==> config.mk <==
export PLATFORM = sky130hd
export DESIGN_NAME = multi_turn_encoder_tracker_flat
export DESIGN_NICKNAME = d
export VERILOG_FILES = /design/src/rtl/mtet_pkg.sv /design/src/rtl/mtet_in_if.sv /design/src/rtl/mtet_out_if.sv /design/src/rtl/mtet_unwrap.sv /design/src/rtl/mtet_poll.sv /design/src/rtl/multi_turn_encoder_tracker.sv /design/src/flat_wrapper.sv
export SDC_FILE = /design/constraint.sdc
export NUM_CORES = 1
export LEC_CHECK = 0
export BUFFER_PORTS_ARGS = -buffer_cell sky130_fd_sc_hd__buf_2
export CORE_ASPECT_RATIO = 0.9
export CORE_MARGIN = 2
export CORE_UTILIZATION = 43
export CTS_BUF_LIST = sky130_fd_sc_hd__clkbuf_4 sky130_fd_sc_hd__clkbuf_8
export DETAILED_ROUTE_END_ITERATION = 8
export SYNTH_ARGS = -nofsm -noshare
export SYNTH_HDL_FRONTEND = slang
export SYNTH_SLANG_ARGS = --single-unit
==> constraint.sdc <==
create_clock -name i_clk -period 14 [get_ports i_clk]
set_input_delay 0 -clock i_clk [delete_from_list [all_inputs] [get_ports i_clk]]
set_output_delay 0 -clock i_clk [all_outputs]
set_load 0.01 [all_outputs]
==> src/rtl/mtet_pkg.sv <==
// Package for the multi-turn encoder tracker.
// Command codes, register indexes, reset values and shared types. No dependencies.
package mtet_pkg;

    localparam int TURN_COUNTS_DEF = 65536;

    localparam int CMD_W    = 3;
    localparam int TIME_W   = 32;
    localparam int PAY_W    = 64;
    localparam int POS_W    = 32;
    localparam int SINGLE_W = 16;
    localparam int MS_W     = 16;
    localparam int CFG_IDX_W  = 2;
    localparam int CFG_DATA_W = 16;

    typedef enum logic [CMD_W-1:0] {
        CMD_POS_FRAME = 3'd0,
        CMD_VEL_FRAME = 3'd1,
        CMD_POLL      = 3'd2,
        CMD_READ      = 3'd3,
        CMD_WRITE_OFS = 3'd4
    } t_cmd;

    typedef enum logic [CFG_IDX_W-1:0] {
        REG_ENABLE  = 2'd0,
        REG_STALE   = 2'd1,
        REG_HOLDOFF = 2'd2
    } t_reg_idx;

    localparam logic            ENABLE_RST  = 1'b1;
    localparam logic [MS_W-1:0] STALE_RST   = 16'd1000;
    localparam logic [MS_W-1:0] HOLDOFF_RST = 16'd500;

    // per-item strobes toward the timing/poll unit
    typedef struct packed {
        logic pos_frame;
        logic vel_frame;
        logic poll;
    } t_evt;

endpackage

==> src/rtl/mtet_in_if.sv <==
// Input channel of the encoder tracker: valid/ready plus one command item.
// Depends on mtet_pkg.
interface mtet_in_if;
    import mtet_pkg::*;

    logic                     valid;
    logic                     ready;
    logic [CMD_W-1:0]         command;
    logic [TIME_W-1:0]        now_ms;
    logic [PAY_W-1:0]         frame_payload;
    logic signed [POS_W-1:0]  new_position;

    modport source (output valid, command, now_ms, frame_payload, new_position,
                    input ready);
    modport sink   (input valid, command, now_ms, frame_payload, new_position,
                    output ready);
endinterface

==> src/rtl/mtet_out_if.sv <==
// Result channel of the encoder tracker: valid/ready plus one result item.
// Depends on mtet_pkg.
interface mtet_out_if;
    import mtet_pkg::*;

    logic                     valid;
    logic                     ready;
    logic signed [POS_W-1:0]  position;
    logic                     request_sent;
    logic [POS_W-1:0]         error_count;

    modport source (output valid, position, request_sent, error_count, input ready);
    modport sink   (input valid, position, request_sent, error_count, output ready);
endinterface

==> src/rtl/mtet_unwrap.sv <==
// Turn unwrapping: tracks last single-turn value and the signed turn counter,
// and keeps the 32-bit multi-turn count. Depends on mtet_pkg.
module mtet_unwrap #(
    parameter int TURN_COUNTS = mtet_pkg::TURN_COUNTS_DEF
) (
    input  logic                           i_clk,
    input  logic                           i_rst_n,
    input  logic                           i_take,
    input  logic [mtet_pkg::SINGLE_W-1:0]  i_single,
    output logic [mtet_pkg::POS_W-1:0]     o_turn_count
);
    import mtet_pkg::*;

    localparam logic [SINGLE_W:0] HI_THR = (SINGLE_W+1)'((TURN_COUNTS * 3) / 4);
    localparam logic [SINGLE_W:0] LO_THR = (SINGLE_W+1)'((TURN_COUNTS * 1) / 4);
    localparam logic [POS_W-1:0]  TURN_SZ = POS_W'(TURN_COUNTS);

    logic [SINGLE_W-1:0] r_last_single, n_last_single;
    logic [SINGLE_W-1:0] r_turns, n_turns;
    logic                r_first, n_first;
    logic [POS_W-1:0]    r_turn_count, n_turn_count;

    logic [SINGLE_W:0]   last_x, cur_x;
    logic [POS_W-1:0]    turns_ext;

    always_comb begin
        last_x        = {1'b0, r_last_single};
        cur_x         = {1'b0, i_single};
        n_turns       = r_turns;
        n_last_single = r_last_single;
        n_first       = r_first;
        if (i_take && !r_first) begin
            if (last_x > HI_THR && cur_x < LO_THR) begin
                n_turns = r_turns + 1'b1;
            end else if (last_x < LO_THR && cur_x > HI_THR) begin
                n_turns = r_turns - 1'b1;
            end
        end
        if (i_take) begin
            n_first       = 1'b0;
            n_last_single = i_single;
        end
        turns_ext    = {{(POS_W-SINGLE_W){n_turns[SINGLE_W-1]}}, n_turns};
        n_turn_count = r_turn_count;
        if (i_take) begin
            // product wraps modulo 2^32 like the count itself
            n_turn_count = turns_ext * TURN_SZ + {{(POS_W-SINGLE_W){1'b0}}, i_single};
        end
    end

    always_ff @(posedge i_clk) begin
        if (!i_rst_n) begin
            r_last_single <= '0;
            r_turns       <= '0;
            r_first       <= 1'b1;
            r_turn_count  <= '0;
        end else begin
            r_last_single <= n_last_single;
            r_turns       <= n_turns;
            r_first       <= n_first;
            r_turn_count  <= n_turn_count;
        end
    end

    assign o_turn_count = r_turn_count;
endmodule

==> src/rtl/mtet_poll.sv <==
// Frame age tracking and poll handling: frame timestamps, stale error counter,
// position request decision. Depends on mtet_pkg.
module mtet_poll (
    input  logic                          i_clk,
    input  logic                          i_rst_n,
    input  mtet_pkg::t_evt                i_evt,
    input  logic [mtet_pkg::TIME_W-1:0]   i_now,
    input  logic [mtet_pkg::MS_W-1:0]     i_stale_ms,
    input  logic [mtet_pkg::MS_W-1:0]     i_holdoff_ms,
    output logic                          o_req,
    output logic [mtet_pkg::POS_W-1:0]    o_errors
);
    import mtet_pkg::*;

    logic [TIME_W-1:0] r_pos_time, n_pos_time;
    logic [TIME_W-1:0] r_vel_time, n_vel_time;
    logic [POS_W-1:0]  r_errors, n_errors;
    logic [TIME_W-1:0] age_p, age_v, stale_x, hold_x;

    always_comb begin
        age_p      = i_now - r_pos_time;
        age_v      = i_now - r_vel_time;
        stale_x    = {{(TIME_W-MS_W){1'b0}}, i_stale_ms};
        hold_x     = {{(TIME_W-MS_W){1'b0}}, i_holdoff_ms};
        n_pos_time = i_evt.pos_frame ? i_now : r_pos_time;
        n_vel_time = i_evt.vel_frame ? i_now : r_vel_time;
        n_errors   = r_errors;
        o_req      = 1'b0;
        if (i_evt.poll) begin
            if (age_p > stale_x && age_v > stale_x) begin
                n_errors = r_errors + 1'b1;
            end
            o_req = !(age_v < hold_x);
        end
    end

    always_ff @(posedge i_clk) begin
        if (!i_rst_n) begin
            r_pos_time <= '0;
            r_vel_time <= '0;
            r_errors   <= '0;
        end else begin
            r_pos_time <= n_pos_time;
            r_vel_time <= n_vel_time;
            r_errors   <= n_errors;
        end
    end

    // value after this item, as reported with its result
    assign o_errors = n_errors;
endmodule

==> src/rtl/multi_turn_encoder_tracker.sv <==
// Multi-turn encoder tracker. Takes one command per cycle (position frame,
// velocity frame, poll, read, offset write) as long as the result side keeps
// taking, and returns exactly one result per command, through the input
// register and then the result register. Throughput is one item per clock;
// the input register lets a new item enter while a finished result waits in
// the result register. Configuration writes are taken at any time on the
// write port and should only be issued while no item is in flight.
// Depends on mtet_pkg, mtet_in_if, mtet_out_if, mtet_unwrap, mtet_poll.
module multi_turn_encoder_tracker #(
    parameter int TURN_COUNTS = mtet_pkg::TURN_COUNTS_DEF
) (
    input  logic                              i_clk,
    input  logic                              i_rst_n,
    input  logic                              i_cfg_we,
    input  logic [mtet_pkg::CFG_IDX_W-1:0]    i_cfg_idx,
    input  logic [mtet_pkg::CFG_DATA_W-1:0]   i_cfg_data,
    mtet_in_if.sink                           i_in,
    mtet_out_if.source                        o_out
);
    import mtet_pkg::*;

    // configuration
    logic            r_enable;
    logic [MS_W-1:0] r_stale_ms, r_holdoff_ms;

    always_ff @(posedge i_clk) begin
        if (!i_rst_n) begin
            r_enable     <= ENABLE_RST;
            r_stale_ms   <= STALE_RST;
            r_holdoff_ms <= HOLDOFF_RST;
        end else if (i_cfg_we) begin
            unique case (t_reg_idx'(i_cfg_idx))
                REG_ENABLE:  r_enable     <= i_cfg_data[0];
                REG_STALE:   r_stale_ms   <= i_cfg_data;
                REG_HOLDOFF: r_holdoff_ms <= i_cfg_data;
                default: ;
            endcase
        end
    end

    // input register
    logic                    r_in_valid;
    logic [CMD_W-1:0]        r_cmd;
    logic [TIME_W-1:0]       r_now;
    logic [PAY_W-1:0]        r_pay;
    logic [POS_W-1:0]        r_newpos;
    logic                    in_xfer, advance;

    assign advance    = r_in_valid && (!o_out.valid || o_out.ready);
    assign i_in.ready = !r_in_valid || !o_out.valid || o_out.ready;
    assign in_xfer    = i_in.valid && i_in.ready;

    always_ff @(posedge i_clk) begin
        if (!i_rst_n) begin
            r_in_valid <= 1'b0;
        end else if (in_xfer) begin
            r_in_valid <= 1'b1;
        end else if (advance) begin
            r_in_valid <= 1'b0;
        end
    end

    always_ff @(posedge i_clk) begin
        if (in_xfer) begin
            r_cmd    <= i_in.command;
            r_now    <= i_in.now_ms;
            r_pay    <= i_in.frame_payload;
            r_newpos <= i_in.new_position;
        end
    end

    // decode
    t_evt                evt;
    logic                take, do_read, do_write;
    logic [SINGLE_W-1:0] single;

    always_comb begin
        evt      = '0;
        do_read  = 1'b0;
        do_write = 1'b0;
        single   = r_pay[16 +: SINGLE_W];
        unique case (t_cmd'(r_cmd))
            CMD_POS_FRAME: evt.pos_frame = advance;
            CMD_VEL_FRAME: begin
                evt.vel_frame = advance;
                single        = r_pay[48 +: SINGLE_W];
            end
            CMD_POLL:      evt.poll = advance;
            CMD_READ:      do_read  = r_enable;
            CMD_WRITE_OFS: do_write = advance && r_enable;
            default: ;
        endcase
        take = evt.pos_frame || evt.vel_frame;
    end

    logic [POS_W-1:0] turn_count, errors_nxt;
    logic             req;

    mtet_unwrap #(
        .TURN_COUNTS (TURN_COUNTS)
    ) u_unwrap (
        .i_clk        (i_clk),
        .i_rst_n      (i_rst_n),
        .i_take       (take),
        .i_single     (single),
        .o_turn_count (turn_count)
    );

    mtet_poll u_poll (
        .i_clk        (i_clk),
        .i_rst_n      (i_rst_n),
        .i_evt        (evt),
        .i_now        (r_now),
        .i_stale_ms   (r_stale_ms),
        .i_holdoff_ms (r_holdoff_ms),
        .o_req        (req),
        .o_errors     (errors_nxt)
    );

    // offset
    logic [POS_W-1:0] r_offset;

    always_ff @(posedge i_clk) begin
        if (!i_rst_n) begin
            r_offset <= '0;
        end else if (do_write) begin
            r_offset <= r_newpos - turn_count;
        end
    end

    // result register
    logic             r_out_valid;
    logic [POS_W-1:0] r_pos, r_err;
    logic             r_req;

    always_ff @(posedge i_clk) begin
        if (!i_rst_n) begin
            r_out_valid <= 1'b0;
        end else if (advance) begin
            r_out_valid <= 1'b1;
        end else if (o_out.ready) begin
            r_out_valid <= 1'b0;
        end
    end

    always_ff @(posedge i_clk) begin
        if (advance) begin
            r_pos <= do_read ? (turn_count + r_offset) : '0;
            r_req <= req;
            r_err <= errors_nxt;
        end
    end

    assign o_out.valid        = r_out_valid;
    assign o_out.position     = r_pos;
    assign o_out.request_sent = r_req;
    assign o_out.error_count  = r_err;
endmodule

==> src/flat_wrapper.sv <==
// flat-port wrapper written by rule: the top's interface ports become plain ports
module multi_turn_encoder_tracker_flat import mtet_pkg::*;
#(
    parameter int TURN_COUNTS = mtet_pkg::TURN_COUNTS_DEF
)
  (i_clk, i_rst_n, i_cfg_we, i_cfg_idx, i_cfg_data, i_in_valid, i_in_command, i_in_now_ms, i_in_frame_payload, i_in_new_position, i_in_ready, o_out_valid, o_out_position, o_out_request_sent, o_out_error_count, o_out_ready);
  mtet_in_if i_in_i ();
  mtet_out_if o_out_i ();
  input  logic i_clk;
  input  logic i_rst_n;
  input  logic i_cfg_we;
  input  logic [mtet_pkg::CFG_IDX_W-1:0] i_cfg_idx;
  input  logic [mtet_pkg::CFG_DATA_W-1:0] i_cfg_data;
  input wire logic [$bits(i_in_i.valid)-1:0] i_in_valid;
  input wire logic [$bits(i_in_i.command)-1:0] i_in_command;
  input wire logic [$bits(i_in_i.now_ms)-1:0] i_in_now_ms;
  input wire logic [$bits(i_in_i.frame_payload)-1:0] i_in_frame_payload;
  input wire logic [$bits(i_in_i.new_position)-1:0] i_in_new_position;
  output wire logic [$bits(i_in_i.ready)-1:0] i_in_ready;
  output wire logic [$bits(o_out_i.valid)-1:0] o_out_valid;
  output wire logic [$bits(o_out_i.position)-1:0] o_out_position;
  output wire logic [$bits(o_out_i.request_sent)-1:0] o_out_request_sent;
  output wire logic [$bits(o_out_i.error_count)-1:0] o_out_error_count;
  input wire logic [$bits(o_out_i.ready)-1:0] o_out_ready;
  assign i_in_i.valid = i_in_valid;
  assign i_in_i.command = i_in_command;
  assign i_in_i.now_ms = i_in_now_ms;
  assign i_in_i.frame_payload = i_in_frame_payload;
  assign i_in_i.new_position = i_in_new_position;
  assign i_in_ready = i_in_i.ready;
  assign o_out_valid = o_out_i.valid;
  assign o_out_position = o_out_i.position;
  assign o_out_request_sent = o_out_i.request_sent;
  assign o_out_error_count = o_out_i.error_count;
  assign o_out_i.ready = o_out_ready;
  multi_turn_encoder_tracker #(.TURN_COUNTS(TURN_COUNTS)) u_core (.i_clk(i_clk), .i_rst_n(i_rst_n), .i_cfg_we(i_cfg_we), .i_cfg_idx(i_cfg_idx), .i_cfg_data(i_cfg_data), .i_in(i_in_i), .o_out(o_out_i));
endmodule
# After elaboration in Yosys (flattened, before gate mapping)
# Cells that the tools add are included.
# totals
ff_bits,424
word_cells,78
# op_classes
n_addsub,8
n_lt_le_gt_ge,7
n_eq_ne,6
muxes,15
reduce_logical,22
# op_table
cell,n
$sub A32 B32 Y32,3
$gt A32 B16 Y1,2
$mux W16,4
$mux W32,2
$add A32 B1 Y32 const B,1
$add A32 B16 Y32,1
$add A32 B32 Y32,1
$gt A16 B16 Y1 const B,2
$lt A16 B15 Y1 const B,2
$lt A32 B16 Y1,1
$add A16 B1 Y16 const B,1
$sub A16 B1 Y16 const B,1
$mux W1,9
$logic_and A1 B1 Y1,7
$eq A3 B2 Y1 const B,2
$reduce_and A2 Y1,3
$logic_not A1 Y1,4
$logic_or A1 B1 Y1,4
$reduce_bool A2 Y1,2
$eq A3 B1 Y1 const B,1
$eq A3 B3 Y1 const B,1
$logic_not A3 Y1,1
$eq A2 B1 Y1 const B,1
$eq A2 B2 Y1 const B,1
$logic_not A2 Y1,1

# Logic depth before layout (Yosys ltp)
# Gate-level depths: netlist of run 1.
# logic_depth
ltp_word,8
mapped_depth,24
ltp_nobuf,23

# By module
# A second synthesis of run 1 with hierarchy kept.
# hier_totals
hier_cells,2603
hier_area_um2,23682.7
# by_module_without_submodules
mod,instances,cells_per_inst,area_per_inst_um2,seq_area_each_um2
multi_turn_encoder_tracker,1,1031,11364.6,6266.0
mtet_poll,1,1267,9684.3,1921.8
mtet_unwrap,1,305,2633.8,980.9

# Least setup slack after synthesis of run 1
# Ideal clock, no wire load.
# synth_path
path_kind,reg-to-reg
from,register u_core.r_now[4]
to,register u_core.r_err[19] (netlist: u_core.o_out.error_count[19]) (data pin)
setup_time_ns,0.273
t_arrival_ns,4.669
slack_ns,9.058
path_stages_with_launch,23
path_cell_list,edfxtp_1 ha_1 a21o_1 or3_1 o21ai_1 o21bai_1 nor2b_1 nand2b_1 xor2_1 ha_1 nand4_1 nor3_1 a21boi_0 o31a_1 nor4b_1 o2111ai_1 nor4_1 nand4_1 a2111oi_4 buf_6 buf_6 nor4_2 xor2_1
# synth_between
elab_chain_len,5
# synth_lines
element,line_no,source
start: declaration,multi_turn_encoder_tracker.sv:44,logic [TIME_W-1:0] r_now;
start signal: assignment,multi_turn_encoder_tracker.sv:66,r_now <= i_in.now_ms;
$sub A32 B32 Y32 (on tied branches),"mtet_poll.sv:21, mtet_poll.sv:22",
$gt A32 B16 Y1,mtet_poll.sv:30,if (age_p > stale_x && age_v > stale_x) begin
$logic_and A1 B1 Y1 *,mtet_poll.sv:30,
$mux W32 *,mtet_poll.sv:30,
$mux W32 *,mtet_poll.sv:29,if (i_evt.poll) begin
named net u_core.errors_nxt[19],multi_turn_encoder_tracker.sv:96,"logic [POS_W-1:0] turn_count, errors_nxt;"
end signal: assignment,multi_turn_encoder_tracker.sv:150,r_err <= errors_nxt;
end: declaration,multi_turn_encoder_tracker.sv:133,"logic [POS_W-1:0] r_pos, r_err;"
# The timed path passes the listed nets; every way through them passes the cells marked *.
# A chain may end at the register's enable or synchronous reset.

# Worst setup path in the final report of run 1
# layout_path
from,register u_core.r_now[4]
to,register u_core.r_err[1] (netlist: u_core.o_out.error_count[1]) (data pin)
# The elaborated chain is that of the path after synthesis.

==> flow_summary.yaml, run 1 <==
logic_synthesis:
  synth_fa_ha_area_share_pct: 10.26
  yosys.area_share.xor_xnor_pct: 4.978
  synthSimpleGateAreaFrac_pct: 19.00
  synth_compound_area_share_pct: 17.17
  synthMuxAreaShare_pct: 2.236
  synth_seq_area_share_pct: 41.69
  ys_types: 79
  async_reset_ff_share_pct: 0
  ys.warnings.count: 0
  syn_inst: 2457
  synth_edf_count: 164
  synth_nets: 2789
  yosys_register_bits: 376
  synth_area_per_cell_um2: 8.951
  synth_top_family_by_area: "simple AND/OR/NAND/NOR gates"
  synth_area_um2: 21990
  synth_top_flop_cell: "dfxtp_1"
global_route:
  grt_use_total_pct: 22.83
  grt_overflow: 0
  grt_pass1_wl_mm: 96.63
  grt_antenna_before_repair: 2
  grt_max_degree: 74
  first_global_vias: 18410
sta:
  max_freq_ghz: 0.1570
  tightest_slew_ns: 1.172
  relSlewSlack_pct: 21.13
  final-setup-viol-count: 0
  period_share_pct: 45.48
  min_period_ns: 6.368
  hold_violations: 0
  fin_skew_ns: 0.03511
  fin_setup_tns_ns: 0
  whs_ns: 0.05001
  rsz0062_at_grt: "no"
  maxSlewViolCount: 0
final_layout:
  seqCellArea_um2: 9169
  utilization_pct: 53.37
  antenna_cells: 0
  fill_cells: 4663
  multi_input_area_um2: 11820
  final-instance-count-excl-fill: 3567
  area_delta_synth_final_pct: 22.46
  drive_gt1_share_pct: 12.61
  fin_nets: 3167
clocking:
  cts-htree-levels: 3
  cts_buffers: 68
  clk_path_buf_depth: 3
  clk_latency_ns: 0.68
  cts_tree: "built"
  cts.reportedPaths.clkPinSlew_ns: 0.06
  cts.sinks: 376
  cts-resized-gates: 0
  cts_root_buf: "clkbuf_8"
drt:
  drt-wirelength-per-cell_um: 17.15
  wirelength_mm: 61.17
  ant_nets: 0
  drt_iter0_drc: 1123
  drcViolationCount: 0
  vias_per_cell: 5.384
  via_count: 19200
  firstDrtPassIters: 5
floorplanning:
  die_h_um: 218.5
  start_util_pct: 43.59
  placeableCoreArea_um2: 50460
  num_io_pins: 221
  die_w_um: 242.4
  row_count: 78
  die_area_um2: 52970
setup_path:
  cp.arrival_ns: 6.77
  crit_slowest_cell: "nor4_1"
  cp_slowest_stage_delay_ns: 0.54
  cp-end-kind: "flop"
  worstSetupPathType: "reg -> reg"
  r2r_cells: 21
  worst_setup_path_start_kind: "flop"
  cp.required_ns: 14.40
  crit_chain: "ha_1 > o211ai_1 > a21oi_1 > o21ai_1 > o21bai_1 > nor2b_1 > nand2b_1 > xor2_1 > ha_1 > nand4_1 > nor3_1 > a21boi_0 > o31a_1 > nor4b_1 > o2111ai_1 > nor4_1 > nand4_1 > a2111oi_4 > buf_4 > nor2_2 > mux2_1"
  cp_max_fo: 34
hold_path:
  whs_path_depth: 2
  hold_class: "in -> reg"
run_status:
  status: "finished clean"
placed_design:
  portBuffers: 188
  gp_congestion: 0.9047
  dp_cells: 3250
  hpwl_mm: 43.29
power_and_ir_drop:
  vdd.ir_drop.worst_v: 0.00007188
  leakage_nw: 10.38
  p_per_area_nw_per_um2: 100.8
job:
  maxCapViolCount: 0
==> layout by cell type, fill, tap and decap left out, types with 15 or more instances in the layout <==
| cell | n |
|---|---|
| a211oi_1 | 49 |
| a21o_1 | 50 |
| a21oi_1 | 245 |
| and3_1 | 22 |
| buf_2 | 188 |
| buf_4 | 18 |
| clkbuf_4 | 27 |
| clkbuf_8 | 78 |
| dfxtp_1 | 212 |
| dlygate4sd3_1 | 195 |
| edfxtp_1 | 164 |
| ha_1 | 174 |
| inv_1 | 163 |
| mux2i_1 | 48 |
| nand2_1 | 364 |
| nand2b_1 | 51 |
| nand3_1 | 48 |
| nand4_1 | 35 |
| nor2_1 | 179 |
| nor2b_1 | 24 |
| nor3_1 | 38 |
| nor4_2 | 15 |
| o211ai_1 | 28 |
| o21a_1 | 26 |
| o21ai_0 | 65 |
| o21bai_1 | 15 |
| or3_1 | 31 |
| xnor2_1 | 66 |
| xor2_1 | 59 |
==> state kept, by name, indices dropped and copies added, names as in the netlist <==
signal / count
u_core.o_out.error_count: 32
u_core.o_out.position: 32
u_core.r_newpos: 32
u_core.r_now: 32
u_core.r_offset: 32
u_core.r_pay: 32
u_core.u_poll.r_errors: 32
u_core.u_poll.r_pos_time: 32
u_core.u_poll.r_vel_time: 32
u_core.u_unwrap.o_turn_count: 17
u_core.r_holdoff_ms: 16
u_core.r_stale_ms: 16
u_core.u_unwrap.r_turns: 16
u_core.u_unwrap.r_last_single: 15
u_core.r_cmd: 3
u_core.o_out.request_sent: 1
u_core.o_out.valid: 1
u_core.r_enable: 1
u_core.r_in_valid: 1
u_core.u_unwrap.r_first: 1
==> report_power, final <==
part,switching [W],internal [W],total [W],leakage [nW]
combinational,0.000227,0.000179,0.000406,6.33
sequential,0.0000294,0.00118,0.00121,3.30
clock,0.000488,0.000607,0.00109,0.760
total,0.000744,0.00197,0.00271,10.4
==> cells by family (layout without fill, tap and decap cells) <==
kind of cell,Yosys count,count (layout)
simple gates,878,878
compound gates,593,593
flops,376,376
buf+inv,258,688
fa+ha+maj,178,178
xor+xnor,125,125
mux,49,49
==> per-stage QoR <==
step	worst slack (ns)	cell area (um^2)	power [W]
after detailed placement	7.766	23540	0.001594
after global routing	7.143	26930	0.002845
final	7.632	26930	0.002714
after global placement	7.816	23540	0.001584
after floorplan	9.058	21990	0.001479
after CTS	7.736	26930	0.002743
==> cell type report <==
cell class	instances	area share [%]
Clock buffer	105	4.739
Clock inverter	17	0.6133
Inverter	165	2.309
Multi-Input combinational cell	1823	43.89
Sequential cell	376	34.05
Tap cell	680	3.159
Timing Repair Buffer	401	11.24
==> worst paths after layout <==
kind                                                    from                      endpoint  slack [ns]
worst max-delay path                         u_core.r_now[4]   u_core.o_out.error_count[1]        7.63
worst min-delay path                   i_in_new_position[26]           u_core.r_newpos[26]        0.05
worst min register to register  u_core.u_poll.r_pos_time[22]  u_core.u_poll.r_pos_time[22]        0.45
worst max register to register               u_core.r_now[4]   u_core.o_out.error_count[1]        7.63
==> worst max-delay path, delay by kind of cell, from the launching register on <==
family	cells	cell delay, ns
AO/OA/AOI/OAI	8	2.04
flip-flops	1	0.44
XOR/XNOR	1	0.24
AND/OR/NAND/NOR	8	1.87
buffers and inverters	1	0.49
adder cells (fa/ha/maj)	2	0.68
multiplexers	1	0.35
==> per-layer routing <==
layer	GRT usage (%)	share of wire, %	vias to the layer above	wire length [um]
li1	-	-	9529	-
met1	31.99	48	9029	29370
met2	35.27	43	549	26490
met3	4.826	6.4	96	3901
met4	7.016	2.3	0	1406
met5	0	0	-	0
==> cells in the mapped netlist (6+ instances only) <==
cell type,n,share of area [%]
nand2_1,364,6.2
a21oi_1,245,5.6
dfxtp_1,212,19
nor2_1,180,3.1
ha_1,174,9.9
inv_1,165,2.8
edfxtp_1,164,22
clkbuf_1,74,1.3
xnor2_1,66,2.6
o21ai_0,65,1.5
xor2_1,59,2.3
nand2b_1,51,1.5
a21o_1,50,1.7
a211oi_1,49,1.7
mux2i_1,48,2.2
nand3_1,48,1.1
nor3_1,39,0.89
nand4_1,35,1.0
or3_1,31,0.88
o211ai_1,28,0.96
o21a_1,26,0.89
nor2b_1,24,0.68
and3_1,22,0.63
nor4_1,15,0.43
o21bai_1,15,0.51
nor4_2,14,0.80
o31ai_1,14,0.48
o21ai_1,13,0.30
a31oi_1,12,0.34
or4_1,12,0.41
nor3b_1,10,0.34
and2_1,9,0.26
o2111ai_1,7,0.28
and4_1,6,0.24
buf_1,6,0.10
buf_2,6,0.14
buf_6,6,0.31
nand3b_1,6,0.20
o22ai_1,6,0.17
==> what timing repair did <==
action,4_1_cts,5_1_grt
setup buffers,0,0
hold endpoints to repair,171,0
hold buffers,195,0
No activity file was read; power rests on OpenSTA's default activity.
==> run 2: changes to the inputs <==
- clock period: 14 -> 5.8 ns (I/O delays scaled with it)
==> flow_summary.yaml, run 2 (synthesis results as in run 1) <==
clocking:
  cts_setup_buffers: 0
  cts.reportedPaths.clkPinSlew_ns: 0.06
  clk_path_buf_depth: 3
  cts_root_buf: "clkbuf_8"
  cts-htree-levels: 3
  clk_latency_ns: 0.67
  cts_buffers: 68
  cts_tree: "built"
  cts.sinks: 376
drt:
  ant_nets: 0
  drcViolationCount: 0
  drt-wirelength-per-cell_um: 17.37
  drt_iter0_drc: 1238
  firstDrtPassIters: 5
  via_count: 19100
  wirelength_mm: 61.53
  vias_per_cell: 5.390
global_route:
  grt_overflow: 0
  grt_use_total_pct: 22.94
  first_global_vias: 18470
  grt_antenna_before_repair: 3
  grt_pass1_wl_mm: 96.92
  grt_max_degree: 69
power_and_ir_drop:
  p_total_w: 0.006492
  vdd.ir_drop.worst_v: 0.0001992
  leakage_nw: 10.27
  p_per_area_nw_per_um2: 243.3
floorplanning:
  start_util_pct: 43.59
  row_count: 78
  die_area_um2: 52970
  num_io_pins: 221
  die_h_um: 218.5
  die_w_um: 242.4
  placeableCoreArea_um2: 50460
sta:
  rsz0062_at_grt: "no"
  period_share_pct: 94.85
  fin_skew_ns: 0.04489
  final-setup-viol-count: 0
  hold_violations: 0
  fin_setup_tns_ns: 0
  min_period_ns: 5.501
  max_freq_ghz: 0.1818
  relSlewSlack_pct: 34.55
  tightest_slew_ns: 0.9817
  maxSlewViolCount: 0
setup_path:
  cp_max_fo: 34
  r2r-end: "u_core.o_out.error_count[1]"
  cp.required_ns: 6.18
  r2r_cells: 21
  cp.arrival_ns: 5.88
  worstSetupPathType: "reg -> reg"
  r2r_setup_slack_ns: 0.30
  worst_setup_path_start_kind: "flop"
  cp-end-kind: "flop"
  r2r_start: "u_core.r_now[5]"
placed_design:
  gp_congestion: 0.9284
  dp_cells: 3254
  hpwl_mm: 43.83
  portBuffers: 188
final_layout:
  final_common_cell: "nand2_1"
  antenna_cells: 0
  mostFrequentLayoutCells: "nand2_1, a21oi_1, dfxtp_1"
  drive_gt1_share_pct: 12.99
  utilization_pct: 52.88
  area_delta_synth_final_pct: 21.33
  final-instance-count-excl-fill: 3543
  fin_nets: 3143
hold_path:
  min_from: "i_in_new_position[13]"
  hold_class: "in -> reg"
  whs_path_depth: 2
  hold_end: "u_core.r_newpos[13]"
job:
  maxCapViolCount: 0
run_status:
  status: "finished clean"
[run 2: changes by cell type in the layout (fill, tap and decap cells not counted), moves of 2 or more]
cell and change:
dlygate4sd3_1 -28, clkbuf_8 -5, clkinv_2 +5, clkinv_8 -3, a21oi_1 -2, a21oi_2 +2, buf_12 +2, buf_4 +2
clkinvlp_4 +2
[run 2: per-layer routing]
layer / part of all wire (%) / vias up / GRT usage (%)
li1: - / 9484 / -
met1: 47 / 9027 / 31.78
met2: 45 / 486 / 36.49
met3: 5.7 / 98 / 4.384
met4: 2.3 / 2 / 6.543
met5: 0.021 / - / 0
[run 2: layout make-up]
type	count	area, um^2
Fill cell	4606	23770
Multi-Input combinational cell	1823	11850
Sequential cell	376	9169
Timing Repair Buffer	377	2803
Clock buffer	99	1200
Tap cell	680	850.8
Inverter	165	621.8
Clock inverter	23	192.7
[run 2: worst max-delay path by stage]
stage	start	endpoint	cells past startpoint
5_1_grt	u_core.r_now[5]	u_core.o_out.error_count[30]	22
6_report	u_core.r_now[5]	u_core.o_out.error_count[1]	21
3_3_place_gp	u_core.r_now[4]	u_core.o_out.error_count[1]	21
3_5_place_dp	u_core.r_now[4]	u_core.o_out.error_count[1]	21
2_1_floorplan	u_core.r_now[4]	u_core.o_out.error_count[19]	22
4_1_cts	u_core.r_now[4]	u_core.o_out.error_count[1]	21
[run 2: timing repair]
action,CTS,global route
hold endpoints to repair,135,1
endpoints found under the setup margin,0,64
gates resized for setup,0,5
hold buffers,166,1
[run 2: where the power goes]
group	switching, W	total (W)	internal [W]	leakage (nW)
sequential	0.0000695	0.00293	0.00286	3.30
clock	0.00117	0.00260	0.00143	0.735
combinational	0.000543	0.000964	0.000421	6.24
[run 2: critical path: stages, from the launching register on]
cell and delay, ns:
edfxtp_1 0.43, ha_1 0.37, a21o_1 0.22, or3_1 0.33, o21ba_2 0.26, a21oi_4 0.20, o21bai_1 0.08, a21oi_1 0.17
xnor2_1 0.14, ha_1 0.27, nand4_1 0.13, nor3_1 0.09, a21boi_0 0.13, o31a_1 0.34, nor4b_2 0.27, o2111ai_1 0.15
nor4_1 0.36, nand4_1 0.22, a2111oi_4 0.43, buf_12 0.26, nor2_2 0.06, mux2_1 0.31
[run 2: stage by stage]
stage	instance area (um^2)	hold WS (ns)	setup slack, ns
after detailed placement	23600	0.1781	0.1323
after floorplan	21990	0.09887	0.8580
after global routing	26680	0.006211	0.01207
after CTS	26650	0.0006876	0.09248
after global placement	23600	0.1764	0.3341
final	26680	0.05417	0.2986
